File: config.mk
export PLATFORM = sky130hd
export DESIGN_NAME = ftmc_ram
export DESIGN_NICKNAME = d
export VERILOG_FILES = /design/src/hw/rtl/fault_tree_monte_carlo_trial_macros.svh /design/src/hw/rtl/ftmc_ram.sv
export SDC_FILE = /design/constraint.sdc
export NUM_CORES = 1
export LEC_CHECK = 0
export BUFFER_PORTS_ARGS = -buffer_cell sky130_fd_sc_hd__clkbuf_2
export CAP_MARGIN = 15
export CORE_MARGIN = 10
export CORE_UTILIZATION = 50
export DETAILED_ROUTE_END_ITERATION = 8
export PLACE_DENSITY_LB_ADDON = 0.3
export REMOVE_ABC_BUFFERS = 1
export SYNTH_ARGS = -nofsm -noshare
export SYNTH_HDL_FRONTEND = slang
export SYNTH_SLANG_ARGS = --single-unit
File: constraint.sdc
create_clock -name clk -period 2.9 [get_ports clk]
set_input_delay 0.58 -clock clk [delete_from_list [all_inputs] [get_ports clk]]
set_output_delay 0.58 -clock clk [all_outputs]
set_load 0.05 [all_outputs]
File: src/hw/rtl/fault_tree_monte_carlo_trial_macros.svh
// Assertion macros for the fault tree trial engine.
// Used by the top level only; no other dependencies.
`ifndef FAULT_TREE_MONTE_CARLO_TRIAL_MACROS_SVH
`define FAULT_TREE_MONTE_CARLO_TRIAL_MACROS_SVH
// assert that a implies b on the next clock
`define FTMC_ASSERT_NEXT(label, a, b) \
  label: assert property (@(posedge clk) disable iff (rst) (a) |=> (b)) \
    else $error("assertion failed");
// assert that a implies b in the same clock
`define FTMC_ASSERT_NOW(label, a, b) \
  label: assert property (@(posedge clk) disable iff (rst) (a) |-> (b)) \
    else $error("assertion failed");
`endif

File: src/hw/rtl/ftmc_ram.sv
// Generic single-port-write, single-read synchronous RAM, registered read.
// No dependencies.
module ftmc_ram #(
  parameter int Width = 8,
  parameter int Depth = 16
) (
  input  logic                     clk,
  input  logic                     we,
  input  logic [$clog2(Depth)-1:0] waddr,
  input  logic [Width-1:0]         wdata,
  input  logic [$clog2(Depth)-1:0] raddr,
  output logic [Width-1:0]         rdata
);
  logic [Width-1:0] mem [Depth];

  always_ff @(posedge clk) begin
    if (we) begin
      mem[waddr] <= wdata;
    end
    rdata <= mem[raddr];
  end
endmodule

==> results.yml <==
run_status:
  status: "finished clean"
placed_design:
  dp_slack_ps: 659
  portBuffers: 25
  placed_cell_area_sq_um: 5490
  dp.cells: 394
  globalplace.congestion: 0.741
  dp.final_hpwl_mm: 6.02
synth:
  yosysWarnings: 0
  synth_edf_count: 128
  synthDistinctLibCells: 19
  async_reset_ff_share_pct: 0
  synth_seq_cells: 136
  syn_area_per_cell_sq_um: 22.5
  synth_area_leader_cell: "edfxtp_1"
  synthCells: 229
  synth_area_sq_um: 5150
  ys_seq_area_share_pct: 77.8
  ys_top_cells_by_count: "128 x edfxtp_1, 18 x mux4_2, 16 x a22oi_1, 14 x mux4_1, 13 x nor2_1"
  yosys.area.top_type_share_pct: 74.7
  ys.flop_type: "edfxtp_1"
  synth_area_leaders: "edfxtp_1 75%, mux4_2 7.9%, mux4_1 7.1%, dfxtp_1 3.1%, a22oi_1 2.3%"
  yosys.cell_count.top_type: "edfxtp_1"
layout:
  area_growth_pct: 16.8
  final_area_sq_um: 6010
  fillCellCount: 709
  drive_above_1_share_pct: 31.1
  finalNonFillerCells: 426
  diodes: 0
  nNetsFinal: 298
global_routing:
  grt_max_degree: 33
  grt_antenna_before_repair: 0
  grt_pass1_wl_mm: 15.2
  grt_pass1_vias: 2571
  gr-usage-all-layers_pct: 14.1
  overflow: 0
timing:
  period_needed_ps: 1770
  tns_ps: 0
  period_share_pct: 61.2
  slew_viol_final: 0
  setup_viol: 0
  setup_slack_ps: 1130
  hold_viol: 0
  grt_setup_unrepaired: "false"
  slew_headroom_pct: 40.9
  max_slew.worst_pin.slew_ps: 880
  skew_ps: 5.45
  max_freq_mhz: 564
min_path:
  min-delay-start: "wdata[5]"
  worstHoldPathType: "primary input to flip-flop"
setup_path:
  path_class: "flip-flop to primary output"
  critPathRequiredTime_ps: 2320
  cp-end-kind: "primary output"
  crit_path_max_fanout: 1
  cp_num_buf_inv: 1
  crit_start: "rdata[3]"
  crit_path_max_incr_delay_ps: 370
  r2r-start: "mem[1][2]"
  start_kind: "flip-flop"
  arrival_ps: 1190
  crit_slowest_cell: "dfxtp_1"
  cpLargestDelayFamily: "flip-flops"
  crit_path_cell_trace: "clkbuf_2"
power:
  vdd_ir_drop_max_uv: 408
  power_mw: 4.31
  powerDensity_nw_per_um2: 717
  p_leak_nw: 2.05
floorplan:
  core_area_sq_um: 9910
  fp.dieH_microns: 121
  dieArea_sq_um: 14800
  die_w_microns: 121
  rows: 36
  start_util_pct: 51.9
  pin_count: 26
clocking:
  cts_buffers: 17
  clock_path_buffers: 2
  cts_sinks: 136
  cts_resized: 0
  clockRootBuffer: "clkbuf_8"
  hold_buffers: 0
  path_clk_slew_ps: 60
  cts_tree: "yes"
  post_cts.repair.setup_buffers: 0
  clk-insertion-delay-late_ps: 530
  htreeDepth: 4
routing:
  routedWlPerCell_microns: 22.7
  drc: 0
  drtIter0Drc: 241
  wl_mm: 9.69
  routed_via_density: 5.63
  num_vias: 2400
  dr.pass1.iters: 4
  antenna_left: 0
job:
  drv_cap: 0
## final cells by class
class | instances | area [sq um] | area share (%)
clock inverters | 14 | 104 | 1.73
multi-input cells | 83 | 1060 | 17.6
flip-flops and latches | 136 | 4000 | 66.6
clock buffers | 18 | 418 | 6.95
well taps | 133 | 166 | 2.77
repair buffers | 42 | 265 | 4.41
## flip-flops by register name, summed over array words and instances (netlist names)
name and count:
rdata 8, mem 128
## where the power goes
group / internal (mW) / switching (mW) / total (mW)
clock network: 1.05 / 0.811 / 1.86
registers: 2.20 / 0.0133 / 2.21
logic: 0.0851 / 0.156 / 0.241
total: 3.33 / 0.980 / 4.31
## final timing paths
check	end	slack, ps	depth (start not counted)
worst min register to register	rdata[5]	670	3
worst min-delay path	mem[13][5]	480	1
worst max register to register	rdata[2]	1520	3
worst max-delay path	rdata[3]	1130	1
## metrics by stage
stage | hold WS [ps] | utilization, %
2_1_floorplan | 629 | -
3_3_place_gp | 648 | 55.4
3_5_place_dp | 659 | 55.4
4_1_cts | 466 | 60.7
5_1_grt | 484 | 60.7
6_report | 476 | 60.7
## worst register-to-register path, cell delays in order, from the launching register on
cell and delay (ps):
edfxtp_1 360, mux4_1 510, a22oi_1 280, nand2_1 100
## cell usage in the layout, fill, tap and decap left out, drive strengths merged
cell type	instances
a22oi	16
and2	1
and2b	1
buf	17
clkbuf	43
clkinv	10
clkinvlp	2
dfxtp	8
edfxtp	128
inv	2
mux4	32
nand2	9
nand2b	2
nand3	1
nand3b	2
nor2	13
nor2b	1
nor3	4
or3b	1
## per-layer routing
metal	vias up	wire, microns	GRT usage [%]
met3	12	852	4.65
li1	1076	-	-
met4	0	135	5.37
met1	1220	4010	18.1
met2	92	4690	22.0
met5	-	0	0
## logic make-up after synthesis
family          share of synthesized area, %
flops                                   77.8
buf+inv                                 1.68
compound gates                          2.33
mux                                     15.0
simple gates                            3.18
Note: power is estimated with default switching activity, not from simulation.
